## config.mk

```make
export PLATFORM = sky130hd
export DESIGN_NAME = utf8_resync_pair_swap_flat
export DESIGN_NICKNAME = d
export VERILOG_FILES = /design/src/rtl/core/u8rps_pkg.sv /design/src/rtl/core/u8rps_if.sv /design/src/rtl/core/utf8_resync_pair_swap.sv /design/src/flat_wrapper.sv
export SDC_FILE = /design/constraint.sdc
export NUM_CORES = 1
export LEC_CHECK = 0
export BUFFER_PORTS_ARGS = -buffer_cell sky130_fd_sc_hd__buf_2
export CORE_MARGIN = 10
export CORE_UTILIZATION = 57
export DETAILED_ROUTE_END_ITERATION = 12
export PLACE_DENSITY_LB_ADDON = 0.25
export SLEW_MARGIN = 25
export SYNTH_ARGS = -nofsm -noshare
export SYNTH_HDL_FRONTEND = slang
export SYNTH_SLANG_ARGS = --single-unit
```

## constraint.sdc

```tcl
create_clock -name clock -period 3.95 [get_ports clock]
set_input_delay 0.79 -clock clock [delete_from_list [all_inputs] [get_ports clock]]
set_output_delay 0.79 -clock clock [all_outputs]
set_load 0.005 [all_outputs]
```

## src/rtl/core/u8rps_pkg.sv

```systemverilog
// ----------------------------------------------------------------------------
// UTF-8 resync pair swap package
// Byte class limits and small helpers shared by the resynchronizer files.
// ----------------------------------------------------------------------------
package u8rps_pkg;

   localparam logic [7:0] ASCII_LIMIT = 8'h80;
   localparam logic [7:0] CONT_LIMIT  = 8'hC0;
   localparam logic [7:0] LEAD3_BASE  = 8'hE0;
   localparam logic [7:0] LEAD4_BASE  = 8'hF0;

   localparam int unsigned CHAR_BYTES = 4;
   localparam int unsigned RUN_BYTES  = 2 * CHAR_BYTES;

   typedef logic [8*CHAR_BYTES-1:0] char_type;
   typedef logic [8*RUN_BYTES-1:0]  run_type;
   typedef logic [2:0]              len_type;
   typedef logic [3:0]              run_len_type;

   function automatic char_type keep_bytes(char_type ch, len_type len);
      char_type res;
      res = '0;
      for (int i = 0; i < CHAR_BYTES; i++) begin
         if (len_type'(i) < len) begin
            res[8*i +: 8] = ch[8*i +: 8];
         end
      end
      return res;
   endfunction

   // A character whose first byte is NUL produces no output bytes.
   function automatic len_type emit_len(char_type ch, len_type len);
      return (ch[7:0] == 8'h00) ? len_type'(0) : len;
   endfunction

   function automatic len_type lead_len(logic [7:0] b);
      len_type res;
      if (b < LEAD3_BASE) begin
         res = len_type'(2);
      end else if (b < LEAD4_BASE) begin
         res = len_type'(3);
      end else begin
         res = len_type'(4);
      end
      return res;
   endfunction

endpackage

```

## src/rtl/core/u8rps_if.sv

```systemverilog
// ----------------------------------------------------------------------------
// UTF-8 resync pair swap channels
// Valid/ready channels for the raw byte input and the reordered byte output.
// ----------------------------------------------------------------------------
interface u8rps_req_if;
   logic       valid;
   logic       ready;
   logic [7:0] data_byte;
   logic       end_of_stream;

   modport source (output valid, output data_byte, output end_of_stream, input ready);
   modport sink   (input valid, input data_byte, input end_of_stream, output ready);
endinterface

interface u8rps_rsp_if;
   logic       valid;
   logic       ready;
   logic [7:0] out_byte;
   logic       last;

   modport source (output valid, output out_byte, output last, input ready);
   modport sink   (input valid, input out_byte, input last, output ready);
endinterface

```

## src/rtl/core/utf8_resync_pair_swap.sv

```systemverilog
// Path: an accepted byte waits in the input register until the result register is free; its
// result bytes are then loaded into the result register and offered on rsp_bus in order.
// Throughput: one input beat per cycle while the result register is empty or passing its
// last beat; a run of n bytes caused by one input beat drains one byte per cycle while
// rsp_bus is ready, and the next input beat waits until the run's last byte is taken.
// Reset: synchronous; clears the held and partial characters and empties both registers.
// ----------------------------------------------------------------------------
// UTF-8 resync pair swap
// Assembles UTF-8 characters from a byte stream and emits them in swapped pairs.
// ----------------------------------------------------------------------------
module utf8_resync_pair_swap (
   input logic         clock,
   input logic         reset,
   u8rps_req_if.sink   req_bus,
   u8rps_rsp_if.source rsp_bus
);
   import u8rps_pkg::*;

   logic        in_valid_ff, in_valid_in;
   logic [7:0]  in_data_ff, in_data_in;
   logic        in_eos_ff, in_eos_in;

   char_type    held_char_ff, held_char_in;
   len_type     held_len_ff, held_len_in;
   logic        have_held_ff, have_held_in;
   char_type    build_char_ff, build_char_in;
   len_type     build_needed_ff, build_needed_in;
   len_type     build_count_ff, build_count_in;

   run_type     run_ff, run_in;
   run_len_type run_cnt_ff, run_cnt_in;

   logic        slot_free, advance, req_fire, rsp_fire;

   run_type     new_run;
   run_len_type new_run_len;
   logic        fresh, do_complete;
   char_type    cplt_char;
   len_type     cplt_len;
   len_type     next_count;
   len_type     first_len;
   len_type     second_len;

   assign slot_free = (run_cnt_ff == '0) || ((run_cnt_ff == run_len_type'(1)) && rsp_bus.ready);
   assign advance   = in_valid_ff && slot_free;
   assign req_fire  = req_bus.valid && req_bus.ready;
   assign rsp_fire  = rsp_bus.valid && rsp_bus.ready;

   assign req_bus.ready    = !in_valid_ff || slot_free;
   assign rsp_bus.valid    = (run_cnt_ff != '0);
   assign rsp_bus.out_byte = run_ff[7:0];
   assign rsp_bus.last     = (run_cnt_ff == run_len_type'(1));

   always_comb begin
      held_char_in    = held_char_ff;
      held_len_in     = held_len_ff;
      have_held_in    = have_held_ff;
      build_char_in   = build_char_ff;
      build_needed_in = build_needed_ff;
      build_count_in  = build_count_ff;
      new_run         = '0;
      new_run_len     = '0;
      fresh           = 1'b1;
      do_complete     = 1'b0;
      cplt_char       = '0;
      cplt_len        = '0;
      next_count      = build_count_ff + len_type'(1);
      first_len       = '0;
      second_len      = emit_len(held_char_ff, held_len_ff);

      if (in_eos_ff) begin
         if (have_held_ff) begin
            new_run     = run_type'(keep_bytes(held_char_ff, held_len_ff));
            new_run_len = run_len_type'(second_len);
         end
         held_char_in    = '0;
         held_len_in     = '0;
         have_held_in    = 1'b0;
         build_char_in   = '0;
         build_needed_in = '0;
         build_count_in  = '0;
      end else begin
         if (build_needed_ff != '0) begin
            if ((in_data_ff >= ASCII_LIMIT) && (in_data_ff < CONT_LIMIT)) begin
               fresh = 1'b0;
               build_char_in = build_char_ff |
                  (char_type'(in_data_ff) << {build_count_ff[1:0], 3'b000});
               build_count_in = next_count;
               if (next_count >= build_needed_ff) begin
                  do_complete     = 1'b1;
                  cplt_char       = build_char_in;
                  cplt_len        = build_needed_ff;
                  build_char_in   = '0;
                  build_needed_in = '0;
                  build_count_in  = '0;
               end
            end else begin
               build_char_in   = '0;
               build_needed_in = '0;
               build_count_in  = '0;
            end
         end

         if (fresh) begin
            if (in_data_ff < ASCII_LIMIT) begin
               do_complete = 1'b1;
               cplt_char   = char_type'(in_data_ff);
               cplt_len    = len_type'(1);
            end else if (in_data_ff >= CONT_LIMIT) begin
               build_char_in   = char_type'(in_data_ff);
               build_count_in  = len_type'(1);
               build_needed_in = lead_len(in_data_ff);
            end
         end

         if (do_complete) begin
            if (!have_held_ff) begin
               held_char_in = cplt_char;
               held_len_in  = cplt_len;
               have_held_in = 1'b1;
            end else begin
               first_len    = emit_len(cplt_char, cplt_len);
               new_run      = run_type'(keep_bytes(cplt_char, cplt_len)) |
                  (run_type'(keep_bytes(held_char_ff, held_len_ff)) << {first_len, 3'b000});
               new_run_len  = run_len_type'(first_len) + run_len_type'(second_len);
               held_char_in = '0;
               held_len_in  = '0;
               have_held_in = 1'b0;
            end
         end
      end
   end

   always_comb begin
      in_data_in  = in_data_ff;
      in_eos_in   = in_eos_ff;
      in_valid_in = in_valid_ff;
      if (req_fire) begin
         in_data_in  = req_bus.data_byte;
         in_eos_in   = req_bus.end_of_stream;
         in_valid_in = 1'b1;
      end else if (advance) begin
         in_valid_in = 1'b0;
      end

      run_in     = run_ff;
      run_cnt_in = run_cnt_ff;
      if (advance) begin
         run_in     = new_run;
         run_cnt_in = new_run_len;
      end else if (rsp_fire) begin
         run_in     = run_ff >> 8;
         run_cnt_in = run_cnt_ff - run_len_type'(1);
      end
   end

   always_ff @(posedge clock) begin
      in_data_ff <= in_data_in;
      in_eos_ff  <= in_eos_in;
      run_ff     <= run_in;
      if (reset) begin
         in_valid_ff     <= 1'b0;
         run_cnt_ff      <= '0;
         held_char_ff    <= '0;
         held_len_ff     <= '0;
         have_held_ff    <= 1'b0;
         build_char_ff   <= '0;
         build_needed_ff <= '0;
         build_count_ff  <= '0;
      end else begin
         in_valid_ff <= in_valid_in;
         run_cnt_ff  <= run_cnt_in;
         if (advance) begin
            held_char_ff    <= held_char_in;
            held_len_ff     <= held_len_in;
            have_held_ff    <= have_held_in;
            build_char_ff   <= build_char_in;
            build_needed_ff <= build_needed_in;
            build_count_ff  <= build_count_in;
         end
      end
   end

endmodule

```

## src/flat_wrapper.sv

```systemverilog
// flat-port wrapper written by rule: the top's interface ports become plain ports
module utf8_resync_pair_swap_flat import u8rps_pkg::*;
  (clock, reset, req_bus_valid, req_bus_data_byte, req_bus_end_of_stream, req_bus_ready, rsp_bus_valid, rsp_bus_out_byte, rsp_bus_last, rsp_bus_ready);
  u8rps_req_if req_bus_i ();
  u8rps_rsp_if rsp_bus_i ();
  input logic clock;
  input logic reset;
  input wire logic [$bits(req_bus_i.valid)-1:0] req_bus_valid;
  input wire logic [$bits(req_bus_i.data_byte)-1:0] req_bus_data_byte;
  input wire logic [$bits(req_bus_i.end_of_stream)-1:0] req_bus_end_of_stream;
  output wire logic [$bits(req_bus_i.ready)-1:0] req_bus_ready;
  output wire logic [$bits(rsp_bus_i.valid)-1:0] rsp_bus_valid;
  output wire logic [$bits(rsp_bus_i.out_byte)-1:0] rsp_bus_out_byte;
  output wire logic [$bits(rsp_bus_i.last)-1:0] rsp_bus_last;
  input wire logic [$bits(rsp_bus_i.ready)-1:0] rsp_bus_ready;
  assign req_bus_i.valid = req_bus_valid;
  assign req_bus_i.data_byte = req_bus_data_byte;
  assign req_bus_i.end_of_stream = req_bus_end_of_stream;
  assign req_bus_ready = req_bus_i.ready;
  assign rsp_bus_valid = rsp_bus_i.valid;
  assign rsp_bus_out_byte = rsp_bus_i.out_byte;
  assign rsp_bus_last = rsp_bus_i.last;
  assign rsp_bus_i.ready = rsp_bus_ready;
  utf8_resync_pair_swap u_core (.clock(clock), .reset(reset), .req_bus(req_bus_i), .rsp_bus(rsp_bus_i));
endmodule
```

==> results of run 1 <==
[logic make-up after synthesis]
| kind of cell | after synthesis | synth area share |
|---|---|---|
| XOR/XNOR | 3 | 0.00302 |
| adder cells (fa/ha/maj) | 11 | 0.0167 |
| AO/OA/AOI/OAI | 406 | 0.318 |
| multiplexers | 19 | 0.0218 |
| flip-flops | 152 | 0.433 |
| buffers and inverters | 105 | 0.0504 |
| AND/OR/NAND/NOR | 290 | 0.156 |
[routing by layer]
layer	up-vias	global-route usage	wire length [um]
met1	3894	0.384	11600
met5	-	0	0
met2	634	0.379	11700
met4	0	0.132	1080
met3	90	0.0749	3720
li1	3734	-	-
[stage by stage]
stage	instances	setup slack [ns]	util	power, mW	area [um2]
detailed placement	1145	0.375	0.597	4.06	9000
finish	1177	0.308	0.635	5.67	9580
global route	1177	0.0881	0.635	5.91	9580
CTS	1177	0.357	0.635	5.62	9580
floorplan	986	0.196	-	3.57	8710
global placement	1145	0.467	0.597	4.05	9000
[cell type report]
type,instances,area share
sequential,152,0.394
clock buffer,23,0.0533
timing repair buffer,61,0.0431
clock inverter,9,0.00666
tap,188,0.0246
multi-input combinational,729,0.472
inverter,15,0.00601
[worst max-delay path: stages (launching register included)]
cell,delay [ns]
dfxtp_1,0.31
ha_1,0.23
xor2_1,0.16
ha_1,0.29
nand2_1,0.07
o21a_1,0.27
o31ai_4,0.48
o31a_1,0.28
nor2_4,0.04
nor2_1,0.17
clkinv_2,0.23
fa_1,0.43
xor2_1,0.17
o21ai_0,0.17
a21oi_1,0.09
nor3_1,0.15
[synth_stat cells (all sizes together) (2+ instances only)]
library cell and count:
a211oi 27, a21boi 9, a21o 12, a21oi 90
a221o 9, a221oi 8, a222oi 3, a22o 6
a22oi 47, a2bb2oi 17, a31oi 20, a32oi 3
and2 37, and3 8, buf 24, clkbuf 66
dfxtp 79, edfxtp 73, ha 10, inv 14
mux2i 19, nand2 70, nand2b 4, nand3 22
nand3b 4, nor2 86, nor2b 4, nor3 42
nor4 7, o211ai 14, o21a 6, o21ai 83
o221ai 23, o22a 3, o22ai 17, o31ai 5
or3 2, xor2 2
[placed cells by master (no fill, tap or decap), types with 4 or more instances in the layout]
cell type	count
a21oi_1	88
nor2_1	85
dfxtp_1	79
o21ai_0	76
edfxtp_1	73
nand2_1	69
a22oi_1	46
nor3_1	41
buf_4	37
and2_1	35
a211oi_1	26
o221ai_1	23
buf_2	23
nand3_1	21
mux2i_1	19
a31oi_1	19
clkbuf_16	19
o22ai_1	17
a2bb2oi_1	17
o211ai_1	14
a21o_1	12
inv_1	11
ha_1	10
a221o_1	9
a21boi_1	8
a221oi_1	8
nor4_1	7
and3_1	7
a22o_1	6
o21a_1	6
nor2b_1	4
o21ai_1	4
clkinv_2	4
nand3b_1	4
nand2b_1	4
[sequential cells by signal (all words and copies together) (netlist names)]
| signal | cells |
|---|---|
| u_core.build_char_ff | 32 |
| u_core.run_cnt_ff | 4 |
| u_core.held_char_ff | 32 |
| u_core.run_ff | 64 |
| u_core.build_count_ff | 3 |
| u_core.build_needed_ff | 3 |
| u_core.in_eos_ff | 1 |
| u_core.in_valid_ff | 1 |
| u_core.held_len_ff | 3 |
| u_core.in_data_ff | 8 |
| u_core.have_held_ff | 1 |
[final timing paths]
| kind | start | to |
|---|---|---|
| hold reg to reg | u_core.held_char_ff[0] | u_core.held_char_ff[0] |
| hold / removal | u_core.held_char_ff[0] | u_core.held_char_ff[0] |
| setup / recovery | u_core.build_count_ff[0] | u_core.run_cnt_ff[2] |
| setup reg to reg | u_core.build_count_ff[0] | u_core.run_cnt_ff[2] |
[power by group through the flow]
stage	logic (mW)	clock network [mW]	registers, mW
floorplan	1.22	0	2.35
global placement	1.61	0	2.45
detailed placement	1.61	0	2.45
CTS	1.62	1.57	2.43
global route	1.81	1.63	2.47
finish	1.66	1.57	2.44
==> impl_metrics.csv, run 1 <==
group,metric,value,unit
outcome,status,"finished clean",
grt,overflow,0,
synthesis,synth-seq-cells,152,
die,dieArea,0.0206,mm2
detailed_routing,via_per_inst,7.10,
clocking,clockBufferDepth,2,
synthesis,mappedNetlistArea,0.00871,mm2
detailed_routing,drt_first_pass_iters,6,
clocking,cts-root-buf,"clkbuf_16",
die,dieHeight,144,um
clocking,postCtsSetupRepairBufs,0,
power,internal_power,3.74,mW
synthesis,seq_area_frac_synth,0.433,
worst_setup_path,end_kind,"flip-flop",
worst_setup_path,critPathLaunchType,"flip-flop",
grt,grt_pass1_wl,43600,um
synthesis,synthFlopType,"dfxtp_1",
power,p_leak,3.28,nW
finish,fill_cells,1315,
synthesis,synthesis.nets,1010,
finish,multi_input_area,0.00452,mm2
die,rows,45,
clocking,cts_resized,0,
power,switching_power,1.93,mW
grt,grt_use_total,0.274,
power,seqPwrFrac,0.430,
synthesis,yosys-top-cells-area,"edfxtp_1 (25%), dfxtp_1 (18%), a21oi_1 (5.1%), o21ai_0 (4.4%), a22oi_1 (4.0%)",
sta,worst_hold_slack,0.493,ns
synthesis,yosysUniqueCellTypes,64,
worst_setup_path,critical_path_arrival,4.00,ns
synthesis,syn_area_per_cell,8.83,um2
power,power_per_cell_area,592,mW/mm2
clocking,insertion_delay,0.44,ns
die,die_width,144,um
synthesis,netlist.area_leader.share,0.252,
worst_setup_path,path_max_fanout,10,
sta,worst_clock_skew,0.00953,ns
clocking,holdBufCountCts,0,
synthesis,syn_inst,986,
grt,grt_pass1_vias,7508,
sta,fin_crit_sh,0.922,
detailed_routing,dr_total_vias,8352,
clocking,cts_buffers,17,
sta,setup-tns-final,0,ns
clocking,clkSinkCount,152,
detailed_routing,finalWirelength,28100,um
sta,setup_viol_count_final,0,
sta,drv_slew,0,
sta,grt_setup_unrepaired,"no",
worst_setup_path,worstSetupPathType,"flip-flop to flip-flop",
clocking,clkTransAtPathRegs,0.06,ns
die,ios,24,
synthesis,yosys.area.top_type,"edfxtp_1",
power,comb_power_share,0.293,
detailed_routing,drc,0,
placed_design,gp_congestion,1.04,
sta,period_needed,3.64,ns
sta,hold_viol,0,
sta,relSlewSlack,0.372,
hold_path,hold_class,"flip-flop to flip-flop",
finish,drive_gt1_frac,0.116,
detailed_routing,drt-initial-drc-count,1452,
detailed_routing,antenna_left,0,
placed_design,place.detailed.hpwl,19800,um
power,p_sw_frac,0.340,
synthesis,async_flop_share,0,
job,max_cap_viol_count,0,
power,irDropWorstVdd,0.331,mV
grt,grt_max_degree,48,
sta,worst_slew_pin_slew,0.942,ns
worst_setup_path,reg2reg_depth,15,
power,clkPwrFrac,0.276,
detailed_routing,wl_per_cell,23.9,um
finish,num_antenna_cells,0,
placed_design,numPortBuffers,23,
hold_path,hold_path_depth,2,
clocking,cts_tree,"done",
finish,area_growth,9.96,%
sta,timing.fmax,275,MHz
finish,nNetsFinal,1000,
worst_setup_path,crit_required,4.31,ns
die,core,0.0151,mm2
die,start_util,0.577,
finish,seq_area,0.00377,mm2
grt,antenna_found_initial,0,
worst_setup_path,ff2ff_setup_slack,0.31,ns
clocking,cts-htree-levels,4,
synthesis,synth_enable_flop_cells,73,
synthesis,yosysWarnings,0,
Note: power is estimated with default switching activity, not from simulation.
==> run 2: changes to the inputs <==
BUFFER_PORTS_ARGS = default   (was -buffer_cell sky130_fd_sc_hd__buf_2)
CORE_UTILIZATION = 58   (was 57)
DONT_BUFFER_PORTS = 1   (was default)
==> run 2 against run 1 <==
  * Clock power barely moved
  * Die area down 1.5%
  * Clock-buffer cell count unchanged
  * Highest routed layer unchanged
  * Fmax up 1.9%
  * Sequential share of layout area increased by 0.43 points
==> impl_metrics.csv, run 2 (synthesis results as in run 1) <==
group,metric,value,unit
worst_setup_path,critPathLaunchType,"flip-flop",
sta,hold_viol,0,
grt,overflow,0,
clocking,cts_tree,"done",
worst_setup_path,ff2ff_setup_slack,0.37,ns
clocking,cts-root-buf,"clkbuf_16",
die,start_util,0.595,
sta,setup_viol_count_final,0,
sta,worst_hold_slack,0.426,ns
worst_setup_path,end_kind,"flip-flop",
detailed_routing,drc,0,
power,switching_power,1.94,mW
detailed_routing,antenna_left,0,
sta,fin_crit_sh,0.905,
finish,top_register,"u_core.run_ff",
detailed_routing,wl_per_cell,25.3,um
worst_setup_path,path_max_fanout,16,
worst_setup_path,crit_required,4.20,ns
grt,grt_pass1_wl,44500,um
clocking,postCtsSetupRepairBufs,0,
placed_design,place_area,0.00890,mm2
power,power,5.64,mW
sta,setup-tns-final,0,ns
power,comb_power_share,0.281,
sta,worst_clock_skew,0.00869,ns
placed_design,place.detailed.hpwl,20200,um
outcome,status,"finished clean",
clocking,insertion_delay,0.43,ns
finish,nNetsFinal,980,
power,irDropWorstVdd,0.323,mV
power,power_per_cell_area,596,mW/mm2
die,core,0.0146,mm2
die,rows,44,
finish,fin_cells,1153,
sta,timing.fmax,280,MHz
finish,area_growth,8.78,%
grt,grt_pass1_vias,7419,
hold_path,hold_class,"input port to flip-flop",
sta,drv_slew,0,
clocking,cts_resized,0,
finish,fin_area,0.00947,mm2
finish,final_common_cell,"a21oi_1",
finish,num_antenna_cells,0,
sta,period_needed,3.58,ns
worst_setup_path,worstSetupPathType,"flip-flop to flip-flop",
die,die_width,143,um
detailed_routing,via_per_inst,7.24,
sta,relSlewSlack,0.364,
finish,drive_gt1_frac,0.0991,
die,dieHeight,143,um
clocking,clkTransAtPathRegs,0.06,ns
clocking,cts_buffers,17,
grt,grt_max_degree,80,
placed_design,numPortBuffers,0,
detailed_routing,finalWirelength,29200,um
power,clkPwrFrac,0.282,
job,max_cap_viol_count,0,
die,ios,24,
die,dieArea,0.0203,mm2
detailed_routing,dr_total_vias,8352,
power,p_sw_frac,0.343,
grt,grt.busiest_layer,"met1",
grt,met3_usage,0.100,
clocking,clockBufferDepth,2,
placed_design,placed_cells,1121,
clocking,cts-htree-levels,4,
detailed_routing,drt_first_pass_iters,8,
grt,met1_usage,0.405,
finish,largest_register_ffs,64,
power,internal_power,3.71,mW
power,p_leak,3.22,nW
sta,grt_setup_unrepaired,"no",
power,seqPwrFrac,0.437,
clocking,holdBufCountCts,0,
placed_design,gp_congestion,1.04,
finish,largest_registers,"u_core.run_ff (64), u_core.build_char_ff (32), u_core.held_char_ff (32)",
grt,antenna_found_initial,0,
grt,grt_use_total,0.285,
detailed_routing,drt-initial-drc-count,1344,
grt,use_met2,0.381,
sta,worst_slew_pin_slew,0.947,ns
worst_setup_path,critical_path_arrival,3.83,ns
clocking,clkSinkCount,152,
finish,final_cell_mix,"a21oi_1 (88), nor2_1 (85), dfxtp_1 (79)",
-- run 2: changes by cell type in the layout (fill, tap and decap cells not counted), sizes merged --
cell,delta
buf,-20
clkinv,-4
clkinvlp,-2
inv,+6
-- run 2: final cells by class --
cell class	instances	area [um2]
Multi-Input combinational cell	729	4520
Timing Repair Buffer	41	320
Sequential cell	152	3770
Clock buffer	23	512
Fill cell	1233	5170
Inverter	15	57.6
Tap cell	184	230
Clock inverter	9	57.6
-- run 2: path summary, 6_finish.rpt --
kind	from	to	depth (start not counted)
setup reg to reg	u_core.build_count_ff[0]	u_core.run_ff[52]	11
hold reg to reg	u_core.run_cnt_ff[1]	u_core.run_cnt_ff[1]	2
setup / recovery	u_core.build_count_ff[0]	u_core.run_ff[52]	11
hold / removal	reset	u_core.build_char_ff[28]	1
-- run 2: stage by stage --
step	util	setup slack, ns
after global placement	0.608	0.483
final	0.647	0.375
after detailed placement	0.608	0.462
after CTS	0.647	0.435
after floorplan	-	0.196
after global routing	0.647	0.131
-- run 2: power by group through the flow --
stage                     sequential, mW  combinational, mW  clock (mW)
after global placement              2.48               1.52           0
after global routing                2.49               1.72        1.67
final                               2.47               1.59        1.59
after detailed placement            2.48               1.53           0
after floorplan                     2.35               1.22           0
after CTS                           2.46               1.53        1.59
-- run 2: per-layer routing --
| metal | up-vias | routed length, um |
|---|---|---|
| met5 | - | 0 |
| met4 | 0 | 1220 |
| met3 | 112 | 4200 |
| met2 | 642 | 11700 |
| met1 | 3886 | 12100 |
| li1 | 3712 | - |
-- run 2: critical path, stage by stage, from the launching register on --
cell,delay [ns]
dfxtp_1,0.31
ha_1,0.23
xor2_1,0.15
ha_1,0.30
nand2_1,0.07
o21ai_1,0.18
nand3_1,0.22
a22o_1,0.47
a21oi_4,0.22
buf_4,0.31
nand4_1,0.56
o21ai_0,0.36
==> run 3: changes to the inputs <==
--- a/config.mk
+++ b/config.mk
@@ -6,5 +6,4 @@
 export NUM_CORES = 1
 export LEC_CHECK = 0
-export CORE_MARGIN = 10
 export CORE_UTILIZATION = 58
 export DETAILED_ROUTE_END_ITERATION = 12
==> constraint.sdc (replaced) <==
create_clock -name clock -period 3.95 [get_ports clock]
set_input_delay 0.1975 -clock clock [delete_from_list [all_inputs] [get_ports clock]]
set_output_delay 0.1975 -clock clock [all_outputs]
set_load 0.005 [all_outputs]
==> run 3 against run 2 <==
  * Critical path depth up 5
  * Utilization up 0.74 points
  * Non-clock buffer count up 4
  * Global-route usage up 6.8 points
  * Hold slack worse by 0.31 ns
  * Register-to-register slack worse by 0.16 ns
  * Critical endpoint is now u_core.run_cnt_ff[2]
  * Routed wire length down 7.3%
==> impl_metrics.csv, run 3 (synthesis results as in run 1) <==
group,metric,value,unit
outcome,status,"finished clean",
finish,fin_util,0.654,
placed_design,gp_congestion,1.04,
power,internal_power,3.67,mW
sta,fin_crit_sh,0.946,
detailed_routing,antenna_left,0,
finish,nNetsFinal,984,
die,die_width,125,um
die,ios,24,
worst_setup_path,worstSetupPathType,"flip-flop to flip-flop",
sta,relSlewSlack,0.332,
worst_setup_path,path_cells,"ha_1 -> xor2_1 -> ha_1 -> a21oi_1 -> o21ai_1 -> buf_4 -> nand3_1 -> a22oi_2 -> buf_4 -> o21ai_4 -> inv_2 -> ha_1 -> xor2_1 -> o21ai_0 -> a21oi_1 -> nor3_1",
power,irDropWorstVdd,0.350,mV
clocking,cts-htree-levels,4,
worst_setup_path,path_max_fanout,17,
clocking,clkSinkCount,152,
clocking,cts-root-buf,"clkbuf_16",
finish,final_cell_mix,"a21oi_1 (88), nor2_1 (85), dfxtp_1 (79)",
grt,grt_pass1_wl,42200,um
die,core,0.0146,mm2
worst_setup_path,critical_path_arrival,4.11,ns
power,power_per_cell_area,587,mW/mm2
clocking,postCtsSetupRepairBufs,0,
worst_setup_path,reg2reg_depth,16,
clocking,clkTransAtPathRegs,0.07,ns
grt,overflow,0,
grt,grt_pass1_vias,7354,
worst_setup_path,critPathLaunchType,"flip-flop",
sta,worst_clock_skew,0.00926,ns
job,max_cap_viol_count,0,
worst_setup_path,cp.depth,16,
sta,setup-tns-final,0,ns
power,p_leak,3.23,nW
finish,largest_register_ffs,64,
hold_path,hold_class,"input port to flip-flop",
finish,area_growth,9.61,%
sta,drv_slew,0,
worst_setup_path,r2r-end,"u_core.run_cnt_ff[2]",
sta,worst_slew_pin_slew,0.999,ns
clocking,clockBufferDepth,2,
die,dieArea,0.0155,mm2
clocking,holdBufCountCts,11,
die,rows,44,
finish,top_register,"u_core.run_ff",
grt,grt_use_total,0.353,
hold_path,hold_end,"u_core.held_char_ff[24]",
sta,timing.fmax,268,MHz
hold_path,hold_path_depth,2,
worst_setup_path,path_buf_inv,3,
detailed_routing,finalWirelength,27100,um
sta,setup_viol_count_final,0,
detailed_routing,drc,0,
grt,grt_max_degree,80,
worst_setup_path,crit_slowest_cell,"o21ai_4",
placed_design,place.detailed.hpwl,18800,um
power,switching_power,1.93,mW
sta,period_needed,3.74,ns
clocking,cts_buffers,17,
placed_design,numPortBuffers,0,
finish,final_common_cell,"a21oi_1",
clocking,cts_resized,0,
clocking,insertion_delay,0.45,ns
detailed_routing,drt_first_pass_iters,10,
sta,hold_viol,0,
worst_setup_path,cpPeakStageDelay,0.52,ns
detailed_routing,dr_total_vias,8184,
power,p_sw_frac,0.344,
power,clkPwrFrac,0.282,
finish,drive_gt1_frac,0.0925,
worst_setup_path,end_kind,"flip-flop",
worst_setup_path,ff2ff_setup_slack,0.21,ns
die,dieHeight,125,um
die,start_util,0.597,
worst_setup_path,crit_family,"compound AO/OA/AOI/OAI gates",
power,comb_power_share,0.284,
hold_path,min-delay-start,"reset",
worst_setup_path,r2r-start,"u_core.build_count_ff[0]",
finish,num_antenna_cells,0,
worst_setup_path,crit_required,4.32,ns
sta,grt_setup_unrepaired,"no",
worst_setup_path,crit_path_frequent_cell,"ha_1",
power,seqPwrFrac,0.433,
grt,antenna_found_initial,0,
detailed_routing,wl_per_cell,23.4,um
clocking,cts_tree,"done",
detailed_routing,via_per_inst,7.07,
finish,largest_registers,"u_core.run_ff (64), u_core.build_char_ff (32), u_core.held_char_ff (32)",
detailed_routing,drt-initial-drc-count,1211,
[run 3: through the flow]
stage	worst slack (ns)	power [mW]	hold WS [ns]	cell area (um2)	std cells
finish	0.214	5.60	0.113	9550	1157
global route	0.111	5.83	0.133	9550	1157
CTS	0.309	5.55	0.119	9550	1157
detailed placement	0.327	3.97	0.279	8850	1114
global placement	0.420	3.95	0.278	8850	1114
floorplan	0.196	3.57	0.296	8710	986
[run 3: per-layer routing]
| layer | global-route usage | share of wire | up-vias | routed length [um] |
|---|---|---|---|---|
| li1 | - | - | 3726 | - |
| met1 | 0.511 | 0.42 | 3803 | 11500 |
| met2 | 0.496 | 0.41 | 562 | 11200 |
| met3 | 0.0863 | 0.13 | 93 | 3400 |
| met4 | 0.157 | 0.038 | 0 | 1020 |
| met5 | 0 | 0 | - | 0 |
[run 3: power by group through the flow]
| stage | logic (mW) | clock network, mW | registers [mW] |
|---|---|---|---|
| after global placement | 1.50 | 0 | 2.45 |
| after CTS | 1.55 | 1.59 | 2.42 |
| after global routing | 1.73 | 1.65 | 2.45 |
| after floorplan | 1.22 | 0 | 2.35 |
| after detailed placement | 1.53 | 0 | 2.45 |
| final | 1.59 | 1.58 | 2.43 |
[run 3: worst max path at each step]
stage | start | to
after floorplan | u_core.build_count_ff[0] | u_core.run_cnt_ff[1]
after global placement | u_core.build_count_ff[0] | u_core.run_cnt_ff[2]
after detailed placement | u_core.build_count_ff[0] | u_core.run_cnt_ff[2]
after CTS | u_core.build_count_ff[0] | u_core.run_cnt_ff[2]
after global routing | u_core.build_count_ff[0] | u_core.run_cnt_ff[2]
final | u_core.build_count_ff[0] | u_core.run_cnt_ff[2]
[run 3: cell type report]
| cell class | instances | area (um2) |
|---|---|---|
| multi-input combinational | 729 | 4520 |
| timing repair buffer | 45 | 395 |
| inverter | 15 | 57.6 |
| fill | 1196 | 5040 |
| clock buffer | 17 | 425 |
| clock inverter | 15 | 141 |
| tap | 184 | 230 |
| sequential | 152 | 3770 |
